$ cat config.mk
export PLATFORM = sky130hd
export DESIGN_NAME = hole_fill_masked_mean_3x3_core_flat
export DESIGN_NICKNAME = d
export VERILOG_FILES = /design/src/rtl/hfm3_pkg.sv /design/src/rtl/hfm3_if.sv /design/src/rtl/hfm3_ctrl.sv /design/src/rtl/hfm3_datapath.sv /design/src/rtl/hole_fill_masked_mean_3x3_core.sv /design/src/flat_wrapper.sv
export SDC_FILE = /design/constraint.sdc
export NUM_CORES = 1
export LEC_CHECK = 0
export ABC_AREA = 1
export BUFFER_PORTS_ARGS = -buffer_cell sky130_fd_sc_hd__buf_2
export CAP_MARGIN = 20
export CORE_MARGIN = 5
export CORE_UTILIZATION = 25
export CTS_BUF_LIST = sky130_fd_sc_hd__clkbuf_4
export DETAILED_ROUTE_END_ITERATION = 6
export GPL_TIMING_DRIVEN = 0
export PLACE_DENSITY_LB_ADDON = 0.3
export SYNTH_ARGS = -nofsm -noshare
export SYNTH_HDL_FRONTEND = slang
export SYNTH_SLANG_ARGS = --single-unit
export TNS_END_PERCENT = 1
$ cat constraint.sdc
create_clock -name clk -period 13.1 [get_ports clk]
set_clock_uncertainty 0.2 [all_clocks]
set_input_delay 1.31 -clock clk [delete_from_list [all_inputs] [get_ports clk]]
set_output_delay 1.31 -clock clk [all_outputs]
set_load 0.02 [all_outputs]
$ cat src/rtl/hfm3_pkg.sv
package hfm3_pkg;

    localparam int PIX_W   = 8;
    localparam int SUM_W   = 12;
    localparam int CNT_W   = 4;
    localparam int RECIP_W = 17;
    localparam int RECIP_SHIFT = 16;

    localparam logic [PIX_W-1:0] THRESH_RESET = 8'd30;
    localparam logic [2:0] REG_THRESH_ADDR = 3'd0;

    typedef enum logic [1:0] {
        ST_IDLE,
        ST_SUM,
        ST_DIV,
        ST_PUSH
    } hfm3_state_t;

    typedef struct packed {
        logic idle;
        logic sum_en;
        logic flush;
        logic div_en;
        logic push;
        logic last;
    } hfm3_cmd_t;

    typedef struct packed {
        logic in_valid;
        logic centre_valid;
        logic line_end;
        logic out_free;
    } hfm3_status_t;

    function automatic logic [RECIP_W-1:0] recip_lookup(input logic [CNT_W-1:0] cnt);
        logic [RECIP_W-1:0] r;
        unique case (cnt)
            4'd1:    r = 17'd65536;
            4'd2:    r = 17'd32768;
            4'd3:    r = 17'd21846;
            4'd4:    r = 17'd16384;
            4'd5:    r = 17'd13108;
            4'd6:    r = 17'd10923;
            4'd7:    r = 17'd9363;
            4'd8:    r = 17'd8192;
            4'd9:    r = 17'd7282;
            default: r = '0;
        endcase
        return r;
    endfunction

endpackage

$ cat src/rtl/hfm3_if.sv
interface hfm3_in_if;
    logic       valid;
    logic       ready;
    logic [7:0] top_pixel;
    logic [7:0] mid_pixel;
    logic [7:0] bottom_pixel;
    logic       top_present;
    logic       bottom_present;
    logic       line_start;
    logic       line_end;

    modport source (
        output valid, top_pixel, mid_pixel, bottom_pixel,
        output top_present, bottom_present, line_start, line_end,
        input  ready
    );
    modport sink (
        input  valid, top_pixel, mid_pixel, bottom_pixel,
        input  top_present, bottom_present, line_start, line_end,
        output ready
    );
endinterface

interface hfm3_out_if;
    logic       valid;
    logic       ready;
    logic [7:0] out_pixel;
    logic       was_filled;
    logic       no_neighbours;
    logic       last_of_run;

    modport source (
        output valid, out_pixel, was_filled, no_neighbours, last_of_run,
        input  ready
    );
    modport sink (
        input  valid, out_pixel, was_filled, no_neighbours, last_of_run,
        output ready
    );
endinterface

$ cat src/rtl/hfm3_ctrl.sv
module hfm3_ctrl (
    input  logic                  clk,
    input  logic                  rst_n,
    input  hfm3_pkg::hfm3_status_t status,
    output hfm3_pkg::hfm3_cmd_t    cmd
);

    hfm3_pkg::hfm3_state_t state_reg, state_next;
    logic                  phase_reg, phase_next;

    always_ff @(posedge clk or negedge rst_n) begin
        if (!rst_n) begin
            state_reg <= hfm3_pkg::ST_IDLE;
            phase_reg <= 1'b0;
        end
        else begin
            state_reg <= state_next;
            phase_reg <= phase_next;
        end
    end

    always_comb begin
        state_next = state_reg;
        phase_next = phase_reg;
        unique case (state_reg)
            hfm3_pkg::ST_IDLE: begin
                if (status.in_valid) begin
                    state_next = hfm3_pkg::ST_SUM;
                    phase_next = 1'b0;
                end
            end
            hfm3_pkg::ST_SUM: begin
                priority if (phase_reg || status.centre_valid) begin
                    state_next = hfm3_pkg::ST_DIV;
                end
                else if (status.line_end) begin
                    phase_next = 1'b1;
                end
                else begin
                    state_next = hfm3_pkg::ST_IDLE;
                end
            end
            hfm3_pkg::ST_DIV: begin
                state_next = hfm3_pkg::ST_PUSH;
            end
            hfm3_pkg::ST_PUSH: begin
                if (status.out_free) begin
                    if (!phase_reg && status.line_end) begin
                        state_next = hfm3_pkg::ST_SUM;
                        phase_next = 1'b1;
                    end
                    else begin
                        state_next = hfm3_pkg::ST_IDLE;
                    end
                end
            end
            default: state_next = hfm3_pkg::ST_IDLE;
        endcase
    end

    always_comb begin
        cmd        = '0;
        cmd.flush  = phase_reg;
        cmd.last   = phase_reg || !status.line_end;
        unique case (state_reg)
            hfm3_pkg::ST_IDLE: cmd.idle   = 1'b1;
            hfm3_pkg::ST_SUM:  cmd.sum_en = 1'b1;
            hfm3_pkg::ST_DIV:  cmd.div_en = 1'b1;
            hfm3_pkg::ST_PUSH: cmd.push   = status.out_free;
            default:           cmd.idle   = 1'b0;
        endcase
    end

    a_capture_to_sum: assert property (@(posedge clk) disable iff (!rst_n)
        (cmd.idle && status.in_valid) |=> (state_reg == hfm3_pkg::ST_SUM && !phase_reg))
        else $error("accepted request did not start a window sum");

    a_flush_emits: assert property (@(posedge clk) disable iff (!rst_n)
        (cmd.sum_en && cmd.flush) |=> (state_reg == hfm3_pkg::ST_DIV))
        else $error("line-end flush skipped its result");

    a_push_free: assert property (@(posedge clk) disable iff (!rst_n)
        cmd.push |-> status.out_free)
        else $error("result pushed into a full output register");

    a_push_then_valid: assert property (@(posedge clk) disable iff (!rst_n)
        cmd.push |=> !status.in_valid || !cmd.sum_en || state_reg == hfm3_pkg::ST_SUM)
        else $error("push left the sequencer in a bad state");

endmodule

$ cat src/rtl/hfm3_datapath.sv
module hfm3_datapath (
    input  logic                   clk,
    input  logic                   rst_n,
    input  logic [7:0]             threshold,
    input  hfm3_pkg::hfm3_cmd_t    cmd,
    output hfm3_pkg::hfm3_status_t status,
    hfm3_in_if.sink                in_ch,
    hfm3_out_if.source             out_ch
);

    logic [hfm3_pkg::PIX_W-1:0] left_reg   [3];
    logic [hfm3_pkg::PIX_W-1:0] centre_reg [3];
    logic [hfm3_pkg::PIX_W-1:0] col_reg    [3];
    logic [hfm3_pkg::PIX_W-1:0] col_next   [3];
    logic [hfm3_pkg::PIX_W-1:0] right      [3];
    logic                       centre_valid_reg;
    logic                       line_end_reg;

    logic [hfm3_pkg::SUM_W-1:0] sum_reg, sum_next;
    logic [hfm3_pkg::CNT_W-1:0] cnt_reg, cnt_next;
    logic [hfm3_pkg::PIX_W-1:0] c_reg;
    logic [hfm3_pkg::PIX_W-1:0] mean_reg;
    logic [hfm3_pkg::SUM_W+hfm3_pkg::RECIP_W-1:0] prod;

    logic                       out_valid_reg;
    logic [hfm3_pkg::PIX_W-1:0] out_pixel_reg;
    logic                       was_filled_reg;
    logic                       no_neighbours_reg;
    logic                       last_reg;

    logic capture;

    function automatic logic [7:0] keep_present(input logic [7:0] p, input logic row_ok,
                                                input logic [7:0] th);
        logic [7:0] r;
        r = (!row_ok || p == 8'd0 || p < th) ? 8'd0 : p;
        return r;
    endfunction

    assign capture = cmd.idle && in_ch.valid;
    assign in_ch.ready = cmd.idle;

    always_comb begin
        col_next[0] = keep_present(in_ch.top_pixel, in_ch.top_present, threshold);
        col_next[1] = keep_present(in_ch.mid_pixel, 1'b1, threshold);
        col_next[2] = keep_present(in_ch.bottom_pixel, in_ch.bottom_present, threshold);
    end

    always_comb begin
        for (int i = 0; i < 3; i++) begin
            right[i] = cmd.flush ? '0 : col_reg[i];
        end
    end

    always_comb begin
        sum_next = '0;
        cnt_next = '0;
        for (int i = 0; i < 3; i++) begin
            sum_next = sum_next + hfm3_pkg::SUM_W'(left_reg[i])
                     + hfm3_pkg::SUM_W'(centre_reg[i]) + hfm3_pkg::SUM_W'(right[i]);
            cnt_next = cnt_next + hfm3_pkg::CNT_W'(left_reg[i] != '0)
                     + hfm3_pkg::CNT_W'(centre_reg[i] != '0)
                     + hfm3_pkg::CNT_W'(right[i] != '0);
        end
    end

    always_ff @(posedge clk or negedge rst_n) begin
        if (!rst_n) begin
            for (int i = 0; i < 3; i++) begin
                left_reg[i]   <= '0;
                centre_reg[i] <= '0;
            end
            centre_valid_reg <= 1'b0;
        end
        else if (capture && in_ch.line_start) begin
            for (int i = 0; i < 3; i++) begin
                left_reg[i]   <= '0;
                centre_reg[i] <= '0;
            end
            centre_valid_reg <= 1'b0;
        end
        else if (cmd.sum_en) begin
            for (int i = 0; i < 3; i++) begin
                left_reg[i]   <= cmd.flush ? '0 : centre_reg[i];
                centre_reg[i] <= cmd.flush ? '0 : col_reg[i];
            end
            centre_valid_reg <= !cmd.flush;
        end
    end

    always_ff @(posedge clk) begin
        if (capture) begin
            col_reg      <= col_next;
            line_end_reg <= in_ch.line_end;
        end
        if (cmd.sum_en) begin
            sum_reg <= sum_next;
            cnt_reg <= cnt_next;
            c_reg   <= centre_reg[1];
        end
        if (cmd.div_en) begin
            mean_reg <= prod[hfm3_pkg::RECIP_SHIFT +: hfm3_pkg::PIX_W];
        end
    end

    assign prod = (hfm3_pkg::SUM_W+hfm3_pkg::RECIP_W)'(sum_reg)
                * (hfm3_pkg::SUM_W+hfm3_pkg::RECIP_W)'(hfm3_pkg::recip_lookup(cnt_reg));

    always_ff @(posedge clk or negedge rst_n) begin
        if (!rst_n) begin
            out_valid_reg <= 1'b0;
        end
        else if (cmd.push) begin
            out_valid_reg <= 1'b1;
        end
        else if (out_ch.ready) begin
            out_valid_reg <= 1'b0;
        end
    end

    always_ff @(posedge clk) begin
        if (cmd.push) begin
            if (c_reg != '0) begin
                out_pixel_reg     <= c_reg;
                was_filled_reg    <= 1'b0;
                no_neighbours_reg <= 1'b0;
            end
            else begin
                out_pixel_reg     <= mean_reg;
                was_filled_reg    <= 1'b1;
                no_neighbours_reg <= (cnt_reg == '0);
            end
            last_reg <= cmd.last;
        end
    end

    assign out_ch.valid         = out_valid_reg;
    assign out_ch.out_pixel     = out_pixel_reg;
    assign out_ch.was_filled    = was_filled_reg;
    assign out_ch.no_neighbours = no_neighbours_reg;
    assign out_ch.last_of_run   = last_reg;

    assign status.in_valid     = in_ch.valid;
    assign status.centre_valid = centre_valid_reg;
    assign status.line_end     = line_end_reg;
    assign status.out_free     = !out_valid_reg || out_ch.ready;

endmodule

$ cat src/rtl/hole_fill_masked_mean_3x3_core.sv
// Each result steps through the one shared sum and reciprocal multiply path: the window
// sum (SUM), the multiply (DIV) and the push to the output register (PUSH), which waits
// while that register is full. A column that only leaves its pixel pending returns to
// IDLE after SUM; line_end adds a pass flushing the last pixel; columns enter in IDLE.
// Reset (rst_n, async, active low): window cleared to all missing, threshold 30,
// output empty.
module hole_fill_masked_mean_3x3_core (
    input  logic        clk,
    input  logic        rst_n,
    input  logic        psel,
    input  logic        penable,
    input  logic        pwrite,
    input  logic [2:0]  paddr,
    input  logic [31:0] pwdata,
    output logic [31:0] prdata,
    output logic        pready,
    hfm3_in_if.sink     in_ch,
    hfm3_out_if.source  out_ch
);

    logic [7:0]             thresh_reg;
    hfm3_pkg::hfm3_cmd_t    cmd;
    hfm3_pkg::hfm3_status_t status;

    assign pready = 1'b1;

    always_ff @(posedge clk or negedge rst_n)
    begin
        if (!rst_n)
        begin
            thresh_reg <= hfm3_pkg::THRESH_RESET;
        end
        else if (psel && penable && pwrite && paddr == hfm3_pkg::REG_THRESH_ADDR)
        begin
            thresh_reg <= pwdata[7:0];
        end
    end

    assign prdata = (paddr == hfm3_pkg::REG_THRESH_ADDR) ? {24'd0, thresh_reg} : 32'd0;

    hfm3_ctrl u_ctrl (
        .clk    (clk),
        .rst_n  (rst_n),
        .status (status),
        .cmd    (cmd)
    );

    hfm3_datapath u_datapath (
        .clk       (clk),
        .rst_n     (rst_n),
        .threshold (thresh_reg),
        .cmd       (cmd),
        .status    (status),
        .in_ch     (in_ch),
        .out_ch    (out_ch)
    );

endmodule

$ cat src/flat_wrapper.sv
// flat-port wrapper written by rule: the top's interface ports become plain ports
module hole_fill_masked_mean_3x3_core_flat 
  (clk, rst_n, psel, penable, pwrite, paddr, pwdata, prdata, pready, in_ch_valid, in_ch_top_pixel, in_ch_mid_pixel, in_ch_bottom_pixel, in_ch_top_present, in_ch_bottom_present, in_ch_line_start, in_ch_line_end, in_ch_ready, out_ch_valid, out_ch_out_pixel, out_ch_was_filled, out_ch_no_neighbours, out_ch_last_of_run, out_ch_ready);
  hfm3_in_if in_ch_i ();
  hfm3_out_if out_ch_i ();
  input  logic clk;
  input  logic rst_n;
  input  logic psel;
  input  logic penable;
  input  logic pwrite;
  input  logic [2:0] paddr;
  input  logic [31:0] pwdata;
  output logic [31:0] prdata;
  output logic pready;
  input wire logic [$bits(in_ch_i.valid)-1:0] in_ch_valid;
  input wire logic [$bits(in_ch_i.top_pixel)-1:0] in_ch_top_pixel;
  input wire logic [$bits(in_ch_i.mid_pixel)-1:0] in_ch_mid_pixel;
  input wire logic [$bits(in_ch_i.bottom_pixel)-1:0] in_ch_bottom_pixel;
  input wire logic [$bits(in_ch_i.top_present)-1:0] in_ch_top_present;
  input wire logic [$bits(in_ch_i.bottom_present)-1:0] in_ch_bottom_present;
  input wire logic [$bits(in_ch_i.line_start)-1:0] in_ch_line_start;
  input wire logic [$bits(in_ch_i.line_end)-1:0] in_ch_line_end;
  output wire logic [$bits(in_ch_i.ready)-1:0] in_ch_ready;
  output wire logic [$bits(out_ch_i.valid)-1:0] out_ch_valid;
  output wire logic [$bits(out_ch_i.out_pixel)-1:0] out_ch_out_pixel;
  output wire logic [$bits(out_ch_i.was_filled)-1:0] out_ch_was_filled;
  output wire logic [$bits(out_ch_i.no_neighbours)-1:0] out_ch_no_neighbours;
  output wire logic [$bits(out_ch_i.last_of_run)-1:0] out_ch_last_of_run;
  input wire logic [$bits(out_ch_i.ready)-1:0] out_ch_ready;
  assign in_ch_i.valid = in_ch_valid;
  assign in_ch_i.top_pixel = in_ch_top_pixel;
  assign in_ch_i.mid_pixel = in_ch_mid_pixel;
  assign in_ch_i.bottom_pixel = in_ch_bottom_pixel;
  assign in_ch_i.top_present = in_ch_top_present;
  assign in_ch_i.bottom_present = in_ch_bottom_present;
  assign in_ch_i.line_start = in_ch_line_start;
  assign in_ch_i.line_end = in_ch_line_end;
  assign in_ch_ready = in_ch_i.ready;
  assign out_ch_valid = out_ch_i.valid;
  assign out_ch_out_pixel = out_ch_i.out_pixel;
  assign out_ch_was_filled = out_ch_i.was_filled;
  assign out_ch_no_neighbours = out_ch_i.no_neighbours;
  assign out_ch_last_of_run = out_ch_i.last_of_run;
  assign out_ch_i.ready = out_ch_ready;
  hole_fill_masked_mean_3x3_core u_core (.clk(clk), .rst_n(rst_n), .psel(psel), .penable(penable), .pwrite(pwrite), .paddr(paddr), .pwdata(pwdata), .prdata(prdata), .pready(pready), .in_ch(in_ch_i), .out_ch(out_ch_i));
endmodule
* Yosys cells after proc, flatten, opt, wreduce, memory -nomap -nowiden
Memory sizes are Yosys's and may differ from the RTL's. A register that Yosys moved wholly into a read port is not among the register bits.
Index checks and enable logic that the tools add are counted.
** Storage, ports and cells
- Logic and storage cells :: 127
- Memories :: 1
- Bits in registers :: 129
- Memory bits (read-only) :: 272
- Output and inout port bits :: 46
** Memory list
- (no name shown) :: words 16, bits a word 17, rd ports 1, clocked after memory_dff 1, wr ports 0, RTL line hfm3_pkg.sv:37 : unique case (cnt)
** Cells by class
- Multiply operators :: 1
- $add $sub $neg :: 16
- Multiplexer cells :: 34
- Eq/ne operators :: 9
- Reductions and logical operators :: 40
- Magnitude comparators :: 3
** Operators with widths (count)
- 2-to-1 mux 24 bit :: 4
- nonzero test 8 bit :: 10
- 2-to-1 mux 8 bit :: 8
- adder 12 x 8 -> 12 bit :: 4
- zero test 8 bit :: 3
- < comparator 8 bit :: 3
- multiplier 12 x 17 -> 24 bit :: 1
- adder 4 x 1 -> 4 bit :: 5
- 2-to-1 mux 1 bit :: 15
- adder 11 x 8 -> 12 bit :: 1
- adder 10 x 8 -> 11 bit :: 1
- adder 9 x 8 -> 10 bit :: 1
- != test 2 bit, second input constant :: 5
- adder 8 x 8 -> 9 bit :: 1
- logical OR 1 bit :: 8
- 2-to-1 mux 2 bit :: 4
- case mux 2 bit (4 select lines) :: 1
- logical AND 1 bit :: 6
- AND reduction 6 bit :: 1
- zero test 1 bit :: 5
- adder 3 x 1 -> 4 bit :: 1
- equality test 2 bit, second input constant :: 2
- zero test 4 bit :: 1
- 2-to-1 mux 4 bit :: 1
- other kinds (10) :: 11

* Depth between registers and ports, before layout
- Depth in word-level cells :: 10
- Depth in mapped cells :: 23

* Modules after synthesis
From an unflattened synthesis, not the netlist that was laid out.
** Second synthesis, totals
- Cells, all modules :: 1584
- Area total of the unflattened synthesis :: 14023.4 um2
** By module, submodules not included
- hfm3_datapath :: seq. area each 3593.4 um2, instances 1, cells an instance 1466, area each 13150.1 um2
- hole_fill_masked_mean_3x3_core :: seq. area each 205.2 um2, instances 1, cells an instance 84, area each 650.6 um2
- hfm3_ctrl :: seq. area each 75.1 um2, instances 1, cells an instance 34, area each 222.7 um2

* Least setup slack after synthesis
No wires, ideal clock.
- Kind :: reg-to-reg
- Start point :: register u_core.u_datapath.sum_reg[3] in the netlist's numbering
- End point :: register u_core.u_datapath.mean_reg[7] in the netlist's numbering, data pin
- Path buffers :: 1
- Arrival time :: 4421 ps
- Slack :: 8227 ps
- Stages on the path, launching flop included :: 19
- Data required time :: 12648 ps
- Path through :: edfxtp_1 > clkbuf_1 > nand2_1 > fa_1 > inv_1 > fa_1 > inv_1 > fa_1 > inv_1 > fa_1 > fa_1 > ha_1 > nand2_1 > nor3_1 > nand3_1 > a21oi_1 > nor2_1 > nand2_1 > nand2_1
** On the way
- Cells in the longest elaborated chain, start to end :: 1
** Ends and longest elaborated chain
- from (decl) :: RTL line hfm3_datapath.sv:19 : logic [hfm3_pkg::SUM_W-1:0] sum_reg, sum_next;
- from (signal assigned) :: RTL line hfm3_datapath.sv:97 : sum_reg <= sum_next;
- multiplier 12 x 17 -> 24 bit :: RTL line hfm3_datapath.sv:107 : * (hfm3_pkg::SUM_W+hfm3_pkg::RECIP_W)'(hfm3_pkg::recip_lookup(cnt_reg));
- net u_core.u_datapath.prod (one bit) :: RTL line hfm3_datapath.sv:23 : logic [hfm3_pkg::SUM_W+hfm3_pkg::RECIP_W-1:0] prod;
- to (signal assigned) :: RTL line hfm3_datapath.sv:102 : mean_reg <= prod[hfm3_pkg::RECIP_SHIFT +: hfm3_pkg::PIX_W];
- to (decl) :: RTL line hfm3_datapath.sv:22 : logic [hfm3_pkg::PIX_W-1:0] mean_reg;
The timed path passes the listed nets, and every way through them passes these cells.
A chain may end at the register's enable or synchronous reset.

* Worst setup path in the final report
- Start point :: register u_core.u_datapath.sum_reg[6] in the netlist's numbering
- End point :: register u_core.u_datapath.mean_reg[5] in the netlist's numbering, data pin
Same word-level chain as after synthesis.

==> flow_summary_export.csv <==
group,metric,value,unit
timing,rsz0062_at_grt,"false",
timing,worst_slew_margin_rel,0.3214,
final_layout,drive_gt1_frac,0.09202,
worst_setup_path,critPathRequiredTime,13.22,ns
clock_network,post_cts_resized,0,
clock_network,clock-sinks,144,
clock_network,path_clk_slew,0.15,ns
clock_network,clockBufferDepth,2,
logic_synthesis,synthDistinctLibCells,40,
final_layout,final_core_util,0.2834,
timing,setup_viol,0,
logic_synthesis,synth.top_cells.by_area,"fa_1 29%, edfxtp_1 15%, inv_1 12%",
die,die_x,246.9,microns
clock_network,clock_tree.htree_level_count,4,
routing,drt_iter0_markers,407,
clock_network,numCtsBuffers,17,
routing,ant_nets,0,
logic_synthesis,async_flop_share,0.4236,
final_layout,n_antenna_cell,0,
place,hpwl,30260,microns
die,dieArea,60930,sq um
die,rows,86,
routing,drt_pass1_iterations,7,
timing,post-route-period-util,0.4449,
worst_setup_path,critPathKind,"reg2reg",
logic_synthesis,synth_top_area_frac,0.2855,
global_routing,grt_pass1_vias,10941,
die,fp.coreArea,55310,sq um
place,numPortBuffers,66,
timing,period_minus_slack,5.828,ns
routing,met3_length,1189,microns
global_routing,grt_max_degree,62,
min_path,hold_path_depth,0,
global_routing,grt_antenna_before_repair,1,
worst_setup_path,crit_path_max_fanout,10,
final_layout,syn2layout_area_growth,11.77,%
logic_synthesis,syn_area,14020,sq um
routing,top_layer_used,"met4",
logic_synthesis,synth_flop_cell,"edfxtp_1",
routing,met1_length,15470,microns
die,initial_core_util,0.2536,
logic_synthesis,seq_area_frac_synth,0.2762,
clock_network,post_cts_buffers,0,
timing,hold_viol,0,
routing,vias,10280,
timing,tightestPinTransition,1.018,ns
logic_synthesis,synth-seq-cells,144,
global_routing,grt_util_all_layers,0.1189,
worst_setup_path,startpoint_type,"flip-flop",
logic_synthesis,syn_area_per_cell,8.793,sq um
logic_synthesis,post-synth-top-area-cell,"fa_1",
global_routing,overflow,0,
die,dieHeight,246.9,microns
worst_setup_path,crit_arrival,5.95,ns
place,gp_congestion,0.9037,
worst_setup_path,critPathCaptureType,"flip-flop",
min_path,hold_path.class,"reg2reg",
timing,fin_tns_setup,0,ns
job,max-cap-violations,0,
routing,drcViolationCount,0,
logic_synthesis,synth_cells,1595,
die,io_pins,116,
clock_network,hold_buffers,0,
logic_synthesis,yosys_warnings,0,
routing,wl_per_cell,14.30,microns
clock_network,clock_latency,0.55,ns
final_layout,fin_nets,2060,
clock_network,cts_tree,"done",
logic_synthesis,synth_edf_count,68,
routing,wl_met2,17630,microns
outcome,status,"finished clean",
clock_network,root_buffer,"clkbuf_4",
timing,fmax,171.6,MHz
routing,routed_via_density,4.170,
routing,wirelength,35250,microns
timing,maxSlewViolCount,0,
worst_setup_path,rr_worst_depth,18,
timing,hold_ws,0.2971,ns
global_routing,grt_pass1_wl,57750,microns
## synth_stat cells (4+ instances only)
cell	count
o21ai_2	5
nand3_1	40
nand4_1	20
xor2_1	9
buf_4	29
edfxtp_1	68
o22ai_1	39
buf_2	11
o21ai_0	39
inv_1	436
nand2_2	5
xnor2_1	4
o211ai_1	4
dfrtp_1	57
dfxtp_1	15
dfstp_2	4
nor4_1	11
a21oi_1	44
nor3_1	13
ha_1	86
a21o_1	8
o21a_1	4
fa_1	200
nand2_1	301
o21ai_1	6
clkbuf_1	29
nor2_1	90
## metrics by stage
stage                     std cells  worst slack [ns]  instance area (sq um)
after floorplan                1618             8.227                  14110
after global placement         2432             7.314                  15380
after detailed placement       2432             7.349                  15380
after CTS                      2464             7.327                  15650
after global routing           2465             6.913                  15680
final                          2465             7.272                  15680
## critical path: stages, from the launching register on
cell	delay (ns)
edfxtp_1	0.57
clkbuf_1	0.51
nand2_1	0.27
fa_1	0.58
inv_1	0.05
fa_1	0.55
fa_1	0.43
fa_1	0.49
inv_1	0.05
fa_1	0.54
inv_1	0.07
ha_1	0.30
nand2_1	0.11
nor2_1	0.16
nand2_1	0.11
nor3_1	0.17
nand4_1	0.22
nand4_1	0.16
nand2_1	0.08
## area by class of cell
cell class              count  area [sq um]
inverters                 438          1644
well taps                 748         935.9
repair buffers             67         357.8
plain buffers              70         392.9
multi-input cells         966          8200
fillers                  6046         39630
clock inverters            15         142.6
clock buffers              17         127.6
flip-flops and latches    144          3874
## kinds of logic (layout without fill, tap and decap cells)
family                   after synthesis  in the layout  synth area share
AO/OA/AOI/OAI                        154            154           0.06343
adder cells (fa/ha/maj)              286            286            0.3622
other                                  2             25         0.0005355
buffers and inverters                508            607            0.1452
XOR/XNOR                              13             13          0.008119
flip-flops                           144            144            0.2762
AND/OR/NAND/NOR                      488            488            0.1443
## per-layer routing
metal,vias to the layer above,global-route usage
met3,37,0.01438
li1,4974,-
met1,5066,0.1529
met5,-,0
met4,0,0.03134
met2,203,0.2120
## placed cells by master, fill, tap and decap left out, drive strengths merged, types with 2 or more instances in the layout
cell | synthesis | routed
or3 | 2 | 2
buf | 41 | 107
a21oi | 44 | 44
nand4 | 20 | 20
nand3 | 40 | 40
a21o | 8 | 8
a31oi | 2 | 2
o21ai | 50 | 50
edfxtp | 68 | 68
xor2 | 9 | 9
clkbuf | 29 | 47
ha | 86 | 86
conb | 2 | 25
xnor2 | 4 | 4
clkinvlp | 0 | 3
o22ai | 39 | 39
clkinv | 1 | 5
dfrtp | 57 | 57
nand2 | 306 | 306
o21a | 4 | 4
or2 | 4 | 4
fa | 200 | 200
inv | 437 | 445
nor3 | 13 | 13
dfxtp | 15 | 15
nor4 | 11 | 11
o211ai | 4 | 4
nor2 | 91 | 91
dfstp | 4 | 4
## path summary, 6_finish.rpt
path                                                             start                                      endpoint  slack [ns]
hold / removal             u_core.u_datapath.centre_reg[9]$_DFFE_PN0P_          u_core.u_datapath.c_reg[1]$_DFFE_PP_        0.30
setup / recovery                u_core.u_datapath.sum_reg[6]$_DFFE_PP_       u_core.u_datapath.mean_reg[5]$_DFFE_PN_        7.27
max in group asynchronous                                        rst_n  u_core.u_datapath.centre_reg[17]$_DFFE_PN0P_       11.49
setup reg to reg                u_core.u_datapath.sum_reg[6]$_DFFE_PP_       u_core.u_datapath.mean_reg[5]$_DFFE_PN_        7.27
hold reg to reg            u_core.u_datapath.centre_reg[9]$_DFFE_PN0P_          u_core.u_datapath.c_reg[1]$_DFFE_PP_        0.30
min in group asynchronous                                        rst_n              u_core.thresh_reg[5]$_DFFE_PN0P_        0.61
Power is not shown: default switching activity piles up to over one toggle a cycle in this logic, so the estimate is an artifact.
